==> src/hw/rtl/cfsd_pkg.sv <==
// cfsd_pkg: shared types and constants of the checksum frame sync decoder.
// No dependencies; cfsd_front, cfsd_queue, cfsd_back and the top unit use it.
`default_nettype none

package cfsd_pkg;

	localparam int unsigned FRAME_BYTES = 9;
	localparam int unsigned WIN_BYTES   = FRAME_BYTES - 1;
	localparam int unsigned FILL_W      = 4;
	localparam int unsigned LIMIT_W     = 11;
	localparam int unsigned POLL_CNT_W  = 12;

	localparam logic [FILL_W-1:0]  FILL_FULL        = FILL_W'(WIN_BYTES);
	localparam logic [LIMIT_W-1:0] POLL_LIMIT_RESET = 11'd1000;

	// operation codes of an input transaction
	localparam logic OP_BYTE = 1'b0;
	localparam logic OP_POLL = 1'b1;

	// result kinds
	localparam logic KIND_FRAME   = 1'b0;
	localparam logic KIND_TIMEOUT = 1'b1;

	typedef logic [7:0] byte_t;

	typedef struct packed {
		logic        result_kind;
		logic [7:0]  frame_command;
		logic [7:0]  frame_value;
		logic [31:0] frame_epoch;
		logic [15:0] frame_ticks;
	} result_t;

endpackage

`default_nettype wire

==> src/hw/rtl/cfsd_in_if.sv <==
// cfsd_in_if: input channel (received byte or idle poll) with valid/ready.
// No dependencies.
`default_nettype none

interface cfsd_in_if;
	logic       valid;
	logic       ready;
	logic       operation;
	logic [7:0] rx_byte;

	modport source (output valid, output operation, output rx_byte, input ready);
	modport sink (input valid, input operation, input rx_byte, output ready);
endinterface

`default_nettype wire

==> src/hw/rtl/cfsd_out_if.sv <==
// cfsd_out_if: result channel (decoded frame or read timeout) with valid/ready.
// No dependencies.
`default_nettype none

interface cfsd_out_if;
	logic        valid;
	logic        ready;
	logic        result_kind;
	logic [7:0]  frame_command;
	logic [7:0]  frame_value;
	logic [31:0] frame_epoch;
	logic [15:0] frame_ticks;

	modport source (output valid, output result_kind, output frame_command,
		output frame_value, output frame_epoch, output frame_ticks, input ready);
	modport sink (input valid, input result_kind, input frame_command,
		input frame_value, input frame_epoch, input frame_ticks, output ready);
endinterface

`default_nettype wire

==> src/hw/rtl/cfsd_cfg_if.sv <==
// cfsd_cfg_if: configuration write channel for the idle poll limit register.
// No dependencies.
`default_nettype none

interface cfsd_cfg_if;
	logic        valid;
	logic        ready;
	logic [10:0] data;

	modport source (output valid, output data, input ready);
	modport sink (input valid, input data, output ready);
endinterface

`default_nettype wire

==> src/hw/rtl/cfsd_front.sv <==
// cfsd_front: accepts transactions, keeps the byte window, checksum and poll
// counter, and pushes results into the queue. Uses cfsd_pkg, cfsd_in_if, cfsd_cfg_if.
`default_nettype none

module cfsd_front (
	input  wire logic             clk,
	input  wire logic             arst_n,
	cfsd_in_if.sink               in_ch,
	cfsd_cfg_if.sink              cfg,
	input  wire logic             q_full,
	output logic                  push,
	output cfsd_pkg::result_t     push_data
);

	// last eight bytes, oldest at index 0
	cfsd_pkg::byte_t                      win_q [cfsd_pkg::WIN_BYTES];
	logic [cfsd_pkg::FILL_W-1:0]          fill_q;
	logic [cfsd_pkg::POLL_CNT_W-1:0]      poll_cnt_q;
	logic [cfsd_pkg::LIMIT_W-1:0]         limit_q;

	logic                                 accept;
	logic                                 is_byte;
	cfsd_pkg::byte_t                      sum;
	logic                                 match;
	logic [cfsd_pkg::POLL_CNT_W-1:0]      poll_inc;
	logic                                 timeout;

	assign in_ch.ready = !q_full;
	assign cfg.ready   = 1'b1;
	assign accept      = in_ch.valid && in_ch.ready;
	assign is_byte     = (in_ch.operation == cfsd_pkg::OP_BYTE);

	// frame bytes 1..7 summed mod 256, checked against the incoming byte 8
	always_comb begin
		sum = '0;
		for (int k = 1; k < cfsd_pkg::WIN_BYTES; k++) begin
			sum = sum + win_q[k];
		end
	end

	assign match    = (fill_q == cfsd_pkg::FILL_FULL) && (sum == in_ch.rx_byte);
	assign poll_inc = poll_cnt_q + 1'b1;
	assign timeout  = (poll_inc > {1'b0, limit_q});

	always_comb begin
		push_data = '0;
		if (is_byte) begin
			push_data.result_kind   = cfsd_pkg::KIND_FRAME;
			push_data.frame_command = win_q[0];
			push_data.frame_value   = win_q[1];
			push_data.frame_epoch   = {win_q[5], win_q[4], win_q[3], win_q[2]};
			push_data.frame_ticks   = {win_q[7], win_q[6]};
		end else begin
			push_data.result_kind = cfsd_pkg::KIND_TIMEOUT;
		end
	end

	assign push = accept && (is_byte ? match : timeout);

	always_ff @(posedge clk) begin
		if (accept && is_byte) begin
			for (int k = 0; k < cfsd_pkg::WIN_BYTES - 1; k++) begin
				win_q[k] <= win_q[k+1];
			end
			win_q[cfsd_pkg::WIN_BYTES-1] <= in_ch.rx_byte;
		end
	end

	always_ff @(posedge clk or negedge arst_n) begin
		if (!arst_n) begin
			fill_q     <= '0;
			poll_cnt_q <= '0;
			limit_q    <= cfsd_pkg::POLL_LIMIT_RESET;
		end else begin
			if (cfg.valid && cfg.ready) begin
				limit_q <= cfg.data;
			end
			if (accept) begin
				if (is_byte) begin
					poll_cnt_q <= '0;
					if (match) begin
						fill_q <= '0;
					end else if (fill_q != cfsd_pkg::FILL_FULL) begin
						fill_q <= fill_q + 1'b1;
					end
				end else begin
					poll_cnt_q <= timeout ? '0 : poll_inc;
				end
			end
		end
	end

endmodule

`default_nettype wire

==> src/hw/rtl/cfsd_queue.sv <==
// cfsd_queue: small flop-based FIFO of results between front and back.
// Uses cfsd_pkg.
`default_nettype none

module cfsd_queue #(
	parameter int unsigned DEPTH = 2
) (
	input  wire logic              clk,
	input  wire logic              arst_n,
	input  wire logic              push,
	input  wire cfsd_pkg::result_t push_data,
	input  wire logic              pop,
	output cfsd_pkg::result_t      head,
	output logic                   empty,
	output logic                   full
);

	localparam int unsigned PTR_W = $clog2(DEPTH);
	localparam int unsigned CNT_W = $clog2(DEPTH + 1);

	cfsd_pkg::result_t  mem_q [DEPTH];
	logic [PTR_W-1:0]   wr_ptr_q;
	logic [PTR_W-1:0]   rd_ptr_q;
	logic [CNT_W-1:0]   cnt_q;

	assign empty = (cnt_q == '0);
	assign full  = (cnt_q == CNT_W'(DEPTH));
	assign head  = mem_q[rd_ptr_q];

	always_ff @(posedge clk) begin
		if (push) begin
			mem_q[wr_ptr_q] <= push_data;
		end
	end

	always_ff @(posedge clk or negedge arst_n) begin
		if (!arst_n) begin
			wr_ptr_q <= '0;
			rd_ptr_q <= '0;
			cnt_q    <= '0;
		end else begin
			if (push) begin
				wr_ptr_q <= (wr_ptr_q == PTR_W'(DEPTH - 1)) ? '0 : wr_ptr_q + 1'b1;
			end
			if (pop) begin
				rd_ptr_q <= (rd_ptr_q == PTR_W'(DEPTH - 1)) ? '0 : rd_ptr_q + 1'b1;
			end
			if (push && !pop) begin
				cnt_q <= cnt_q + 1'b1;
			end else if (pop && !push) begin
				cnt_q <= cnt_q - 1'b1;
			end
		end
	end

endmodule

`default_nettype wire

==> src/hw/rtl/cfsd_back.sv <==
// cfsd_back: output register that drains the result queue onto the result
// channel. Uses cfsd_pkg, cfsd_out_if.
`default_nettype none

module cfsd_back (
	input  wire logic              clk,
	input  wire logic              arst_n,
	input  wire logic              q_empty,
	input  wire cfsd_pkg::result_t q_head,
	output logic                   pop,
	cfsd_out_if.source             out_ch
);

	logic              valid_q;
	cfsd_pkg::result_t data_q;

	assign pop = !q_empty && (!valid_q || out_ch.ready);

	assign out_ch.valid         = valid_q;
	assign out_ch.result_kind   = data_q.result_kind;
	assign out_ch.frame_command = data_q.frame_command;
	assign out_ch.frame_value   = data_q.frame_value;
	assign out_ch.frame_epoch   = data_q.frame_epoch;
	assign out_ch.frame_ticks   = data_q.frame_ticks;

	always_ff @(posedge clk) begin
		if (pop) begin
			data_q <= q_head;
		end
	end

	always_ff @(posedge clk or negedge arst_n) begin
		if (!arst_n) begin
			valid_q <= 1'b0;
		end else if (pop) begin
			valid_q <= 1'b1;
		end else if (out_ch.ready) begin
			valid_q <= 1'b0;
		end
	end

endmodule

`default_nettype wire

==> src/hw/rtl/checksum_frame_sync_decoder_unit.sv <==
// checksum_frame_sync_decoder_unit: 9-byte additive-checksum frame hunter.
// Path: each result passes the result queue, then the output register behind out_ch.
// Throughput: one input transaction per cycle; input stalls only on a full result queue.
// Reset: window empty, poll counter zero, poll limit 1000, result queue empty.
// Uses cfsd_pkg, cfsd_in_if, cfsd_out_if, cfsd_cfg_if, cfsd_front, cfsd_queue, cfsd_back.
`default_nettype none

module checksum_frame_sync_decoder_unit #(
	parameter int unsigned QUEUE_DEPTH = 2   // 2..32 results buffered
) (
	input  wire logic clk,
	input  wire logic arst_n,
	cfsd_in_if.sink   in_ch,
	cfsd_out_if.source out_ch,
	cfsd_cfg_if.sink  cfg
);

	// Front: decodes each transaction in its acceptance cycle. A byte shifts
	// into the eight-byte window; with eight bytes held, the new byte is the
	// checksum byte of a candidate frame. On a match the frame is queued and
	// the window restarts, otherwise the oldest byte simply ages out.
	// An idle poll bumps the counter and queues a timeout past the limit.
	logic              q_full;
	logic              q_empty;
	logic              push;
	logic              pop;
	cfsd_pkg::result_t push_data;
	cfsd_pkg::result_t q_head;

	cfsd_front u_front (
		.clk       (clk),
		.arst_n    (arst_n),
		.in_ch     (in_ch),
		.cfg       (cfg),
		.q_full    (q_full),
		.push      (push),
		.push_data (push_data)
	);

	// Queue: decouples decode from the output stall; input stalls only
	// when it is full.
	cfsd_queue #(
		.DEPTH (QUEUE_DEPTH)
	) u_queue (
		.clk       (clk),
		.arst_n    (arst_n),
		.push      (push),
		.push_data (push_data),
		.pop       (pop),
		.head      (q_head),
		.empty     (q_empty),
		.full      (q_full)
	);

	// Back: registered output stage feeding the result channel.
	cfsd_back u_back (
		.clk     (clk),
		.arst_n  (arst_n),
		.q_empty (q_empty),
		.q_head  (q_head),
		.pop     (pop),
		.out_ch  (out_ch)
	);

endmodule

`default_nettype wire
==> src/flat_wrapper.sv <==
// flat-port wrapper written by rule: the top's interface ports become plain ports
module checksum_frame_sync_decoder_unit_flat 
#(
	parameter int unsigned QUEUE_DEPTH = 2                            
)
  (clk, arst_n, in_ch_valid, in_ch_operation, in_ch_rx_byte, in_ch_ready, out_ch_valid, out_ch_result_kind, out_ch_frame_command, out_ch_frame_value, out_ch_frame_epoch, out_ch_frame_ticks, out_ch_ready, cfg_valid, cfg_data, cfg_ready);
  cfsd_in_if in_ch_i ();
  cfsd_out_if out_ch_i ();
  cfsd_cfg_if cfg_i ();
  input  wire logic clk;
  input  wire logic arst_n;
  input wire logic [$bits(in_ch_i.valid)-1:0] in_ch_valid;
  input wire logic [$bits(in_ch_i.operation)-1:0] in_ch_operation;
  input wire logic [$bits(in_ch_i.rx_byte)-1:0] in_ch_rx_byte;
  output wire logic [$bits(in_ch_i.ready)-1:0] in_ch_ready;
  output wire logic [$bits(out_ch_i.valid)-1:0] out_ch_valid;
  output wire logic [$bits(out_ch_i.result_kind)-1:0] out_ch_result_kind;
  output wire logic [$bits(out_ch_i.frame_command)-1:0] out_ch_frame_command;
  output wire logic [$bits(out_ch_i.frame_value)-1:0] out_ch_frame_value;
  output wire logic [$bits(out_ch_i.frame_epoch)-1:0] out_ch_frame_epoch;
  output wire logic [$bits(out_ch_i.frame_ticks)-1:0] out_ch_frame_ticks;
  input wire logic [$bits(out_ch_i.ready)-1:0] out_ch_ready;
  input wire logic [$bits(cfg_i.valid)-1:0] cfg_valid;
  input wire logic [$bits(cfg_i.data)-1:0] cfg_data;
  output wire logic [$bits(cfg_i.ready)-1:0] cfg_ready;
  assign in_ch_i.valid = in_ch_valid;
  assign in_ch_i.operation = in_ch_operation;
  assign in_ch_i.rx_byte = in_ch_rx_byte;
  assign in_ch_ready = in_ch_i.ready;
  assign out_ch_valid = out_ch_i.valid;
  assign out_ch_result_kind = out_ch_i.result_kind;
  assign out_ch_frame_command = out_ch_i.frame_command;
  assign out_ch_frame_value = out_ch_i.frame_value;
  assign out_ch_frame_epoch = out_ch_i.frame_epoch;
  assign out_ch_frame_ticks = out_ch_i.frame_ticks;
  assign out_ch_i.ready = out_ch_ready;
  assign cfg_i.valid = cfg_valid;
  assign cfg_i.data = cfg_data;
  assign cfg_ready = cfg_i.ready;
  checksum_frame_sync_decoder_unit #(.QUEUE_DEPTH(QUEUE_DEPTH)) u_core (.clk(clk), .arst_n(arst_n), .in_ch(in_ch_i), .out_ch(out_ch_i), .cfg(cfg_i));
endmodule
==> config.mk <==
export PLATFORM = sky130hd
export DESIGN_NAME = checksum_frame_sync_decoder_unit_flat
export DESIGN_NICKNAME = d
export VERILOG_FILES = /design/src/hw/rtl/cfsd_pkg.sv /design/src/hw/rtl/cfsd_in_if.sv /design/src/hw/rtl/cfsd_out_if.sv /design/src/hw/rtl/cfsd_cfg_if.sv /design/src/hw/rtl/cfsd_front.sv /design/src/hw/rtl/cfsd_queue.sv /design/src/hw/rtl/cfsd_back.sv /design/src/hw/rtl/checksum_frame_sync_decoder_unit.sv /design/src/flat_wrapper.sv
export SDC_FILE = /design/constraint.sdc
export NUM_CORES = 1
export LEC_CHECK = 0
export ABC_AREA = 1
export BUFFER_PORTS_ARGS = -buffer_cell sky130_fd_sc_hd__buf_2
export CORE_ASPECT_RATIO = 0.75
export CORE_MARGIN = 1.5
export CORE_UTILIZATION = 38
export DETAILED_ROUTE_END_ITERATION = 16
export PLACE_DENSITY_LB_ADDON = 0.08
export SLEW_MARGIN = 20
export SYNTH_ARGS = -nofsm -noshare
export SYNTH_HDL_FRONTEND = slang
export SYNTH_SLANG_ARGS = --single-unit
export TNS_END_PERCENT = 50
==> constraint.sdc <==
create_clock -name clk -period 11.9 [get_ports clk]
set_input_delay 1.19 -clock clk [delete_from_list [all_inputs] [get_ports clk]]
set_output_delay 1.19 -clock clk [all_outputs]
set_load 0.01 [all_outputs]
==> run_results.csv <==
group,metric,value,unit
logic_synthesis,ys.warnings.count,0,
sta,rsz0062_at_grt,"false",
clocking,cts_buffer_depth,3,
clocking,numCtsBuffers,29,
detailed_routing,highest_layer,"met4",
logic_synthesis,ys.flop_type,"edfxtp_1",
setup_path,crit_start,"u_core.u_front.win_q[1][2]$_DFFE_PP_",
logic_synthesis,yosysSeqAreaShare,69.6,%
setup_path,worstPathRequired,12090,ps
die,die_h,159,um
logic_synthesis,synth-edff-count,259,
setup_path,endpoint_kind,"register",
sta,max_slew_margin,37.5,%
logic_synthesis,syn_area,12300,um^2
flow_run,max-cap-violations,0,
sta,min_period,5980,ps
detailed_routing,wl_met2,10100,um
placed_design,port_buffers,91,
clocking,postCtsSetupRepairBufs,0,
setup_path,crit_path_frequent_cell,"fa_1",
placed_design,dp.cells,1518,
sta,setup_ws,5920,ps
pwr,p_per_area,251,nW/um^2
run_status,status,"finished, final reports clean",
global_routing,grt_usage,14.9,%
detailed_routing,vias,6892,
clocking,clkSlewWorstSetupHoldPaths,60,ps
die,die_x,211,um
sta,hold_violations,0,
worst_hold_path,hold_end,"u_core.u_front.win_q[1][8]$_DFFE_PP_",
setup_path,cp_cell_sequence,"fa_1 -> inv_1 -> fa_1 -> fa_1 -> inv_1 -> fa_1 -> fa_1 -> xor2_1 -> inv_1 -> nand2_1 -> nand2_1 -> nor2_1 -> nand3_1 -> nor3_2 -> nand3_1 -> nand2_1 -> nand2_1 -> nor2_4 -> buf_4",
detailed_routing,drc,0,
final_layout,area_growth,15.2,%
worst_hold_path,hold_class,"reg2reg",
die,pin_count,93,
final_layout,layout_common_cells,"nand2_1 (285), edfxtp_1 (259), inv_1 (155), buf_2 (91), nor2_1 (78)",
placed_design,dp_hpwl,15400,um
setup_path,cp.arrival,6180,ps
clocking,cts-root-buf,"clkbuf_16",
setup_path,cp-start-kind,"register",
final_layout,drive_above_1_share,14.5,%
logic_synthesis,async_flop_share,11.0,%
detailed_routing,avgRoutedWirePerCell,15.4,um
global_routing,first_global_vias,6823,
final_layout,nets,1195,
detailed_routing,routed-wl-met3,925,um
clocking,h-tree-depth,1,
die,dieArea,33600,um^2
logic_synthesis,ys_types,32,
setup_path,timing.rr.end,"u_core.u_queue.mem_q[1][64]$_DFFE_PP_",
global_routing,globalRoute.totalOverflow,0,
setup_path,reg2regPathDepth,19,
final_layout,instances_no_fill,1572,
setup_path,critical_path_class,"reg2reg",
logic_synthesis,netlist_instances,1012,
sta,tightest_slew,938,ps
clocking,cts.sinks,291,
sta,fmax,167,MHz
global_routing,grt_pass1_wl,38800,um
sta,setup_tns,0,ps
detailed_routing,drt-pass1-iter-count,5,
detailed_routing,drt_iter0_drc,392,
final_layout,final_core_util,45.0,%
clocking,cts_hold_repair.buffers,0,
detailed_routing,wl,24200,um
worst_hold_path,hp-start,"u_core.u_front.win_q[1][16]$_DFFE_PP_",
logic_synthesis,syn_nets,1093,
setup_path,crit_fanout,40,
detailed_routing,vias_per_cell,4.38,
placed_design,gp_congestion,0.763,
setup_path,worst_r2r_startpoint,"u_core.u_front.win_q[1][2]$_DFFE_PP_",
sta,setup_viol,0,
pwr,vdd_drop_max,230,uV
sta,slew_violations,0,
setup_path,max_stage_delay,640,ps
setup_path,r2r_setup_slack,5920,ps
final_layout,mostFrequentLayoutCell,"nand2_1",
worst_hold_path,holdPathStages,0,
final_layout,antennaDiodeCount,0,
die,core_area,31600,um^2
global_routing,grt_antenna_before_repair,0,
sta,skew,16.8,ps
placed_design,dpl_worst_slack,5860,ps
clocking,clk_latency,570,ps
clocking,cts_tree,"done",
die,start_util,39.0,%
detailed_routing,m1WireLength,12700,um
pwr,leakage,6.13,nW
sta,fin_crit_sh,50.3,%
detailed_routing,antenna_left,0,
die,placement_rows,56,
global_routing,grt_max_degree,71,
logic_synthesis,ys_ff_latch,291,
logic_synthesis,avgSynthCellArea,12.2,um^2
setup_path,slowest_stage,"nor2_4",
clocking,post_cts_resized,0,
critical path: cells and delay by family, from the launching register on:
family                     cells  cell delay (ps)
adders and majority gates      5             2650
DFF                            1              440
xor gates and xnor gates       1              210
and+or+nand+nor                9             1440
buffers and inverters          4              830
Yosys cell counts (all sizes together) (3+ instances only):
cell | count | share of area, %
clkbuf | 16 | 0.49
buf | 11 | 0.46
ha | 24 | 2.4
xnor2 | 8 | 0.57
dfrtp | 26 | 5.3
nand3b | 4 | 0.24
xor2 | 12 | 0.85
nand3 | 34 | 1.5
nand4 | 7 | 0.36
nand2 | 287 | 8.8
o21ai | 28 | 1.2
fa | 32 | 5.2
dfstp | 6 | 1.3
inv | 157 | 4.8
a21oi | 10 | 0.41
nor3 | 3 | 0.16
nor2 | 83 | 2.6
edfxtp | 259 | 63
layout make-up:
class / count / area, um^2
Clock inverter: 19 / 160
Clock buffer: 35 / 748
Timing Repair Buffer: 98 / 508
Inverter: 157 / 589
Multi-Input combinational cell: 537 / 3070
Sequential cell: 291 / 8590
Fill cell: 2976 / 17400
Tap cell: 435 / 544
metal layers:
layer | global-route usage [%] | vias to the layer above
li1 | - | 3478
met1 | 23.5 | 3266
met2 | 21.2 | 116
met3 | 2.74 | 32
met4 | 3.08 | 0
met5 | 0 | -
cells by family (layout without fill, tap and decap cells):
logic type	after synthesis	count (layout)	synth area share, %
AO/OA/AOI/OAI	39	39	1.63
adder cells (fa/ha/maj)	56	56	7.63
other	1	1	0.0304
flip-flops	291	291	69.6
multiplexers	1	1	0.0913
AND/OR/NAND/NOR	419	419	13.7
XOR/XNOR	21	21	1.61
buffers and inverters	184	309	5.72
sequential cells by signal, summed over array words and instances (netlist names):
| register | cells |
|---|---|
| u_core.u_queue.mem_q | 130 |
| u_core.u_front.win_q | 64 |
| u_core.u_back.out_ch.frame_epoch | 32 |
| u_core.u_back.out_ch.frame_ticks | 16 |
| u_core.u_front.poll_cnt_q | 12 |
| u_core.u_front.limit_q | 11 |
| u_core.u_back.out_ch.frame_command | 8 |
| u_core.u_back.out_ch.frame_value | 8 |
| u_core.u_front.fill_q | 4 |
| u_core.u_queue.cnt_q | 2 |
| u_core.u_back.out_ch.result_kind | 1 |
| u_core.u_back.out_ch.valid | 1 |
| u_core.u_queue.rd_ptr_q | 1 |
| u_core.u_queue.wr_ptr_q | 1 |
how the worst max path moves through the flow:
stage	to	slack, ps	depth (start not counted)
after CTS	u_core.u_queue.mem_q[1][64]$_DFFE_PP_	5800	19
final	u_core.u_queue.mem_q[1][64]$_DFFE_PP_	5920	19
after floorplan	u_core.u_queue.mem_q[1][0]$_DFFE_PP_	4740	18
after global placement	u_core.u_queue.mem_q[1][9]$_DFFE_PP_	5910	19
after detailed placement	u_core.u_queue.mem_q[1][62]$_DFFE_PP_	5860	19
after global routing	u_core.u_queue.mem_q[1][64]$_DFFE_PP_	5440	19
power breakdown:
| group | switching [W] | total, W | internal [W] | leakage, nW |
|---|---|---|---|---|
| clock network | 0.000392 | 0.000886 | 0.000494 | 0.448 |
| logic | 0.000768 | 0.00122 | 0.000450 | 2.85 |
| registers | 0.0000758 | 0.00147 | 0.00139 | 2.83 |
metrics by stage:
stage / hold WS, ps / instance area (um^2) / total power [W]
global placement: 433 / 13300 / 0.00273
finish: 450 / 14200 / 0.00357
floorplan: 426 / 12300 / 0.00236
global route: 470 / 14200 / 0.00386
detailed placement: 441 / 13300 / 0.00273
CTS: 455 / 14200 / 0.00363
Power figures use the tool's default switching activity.
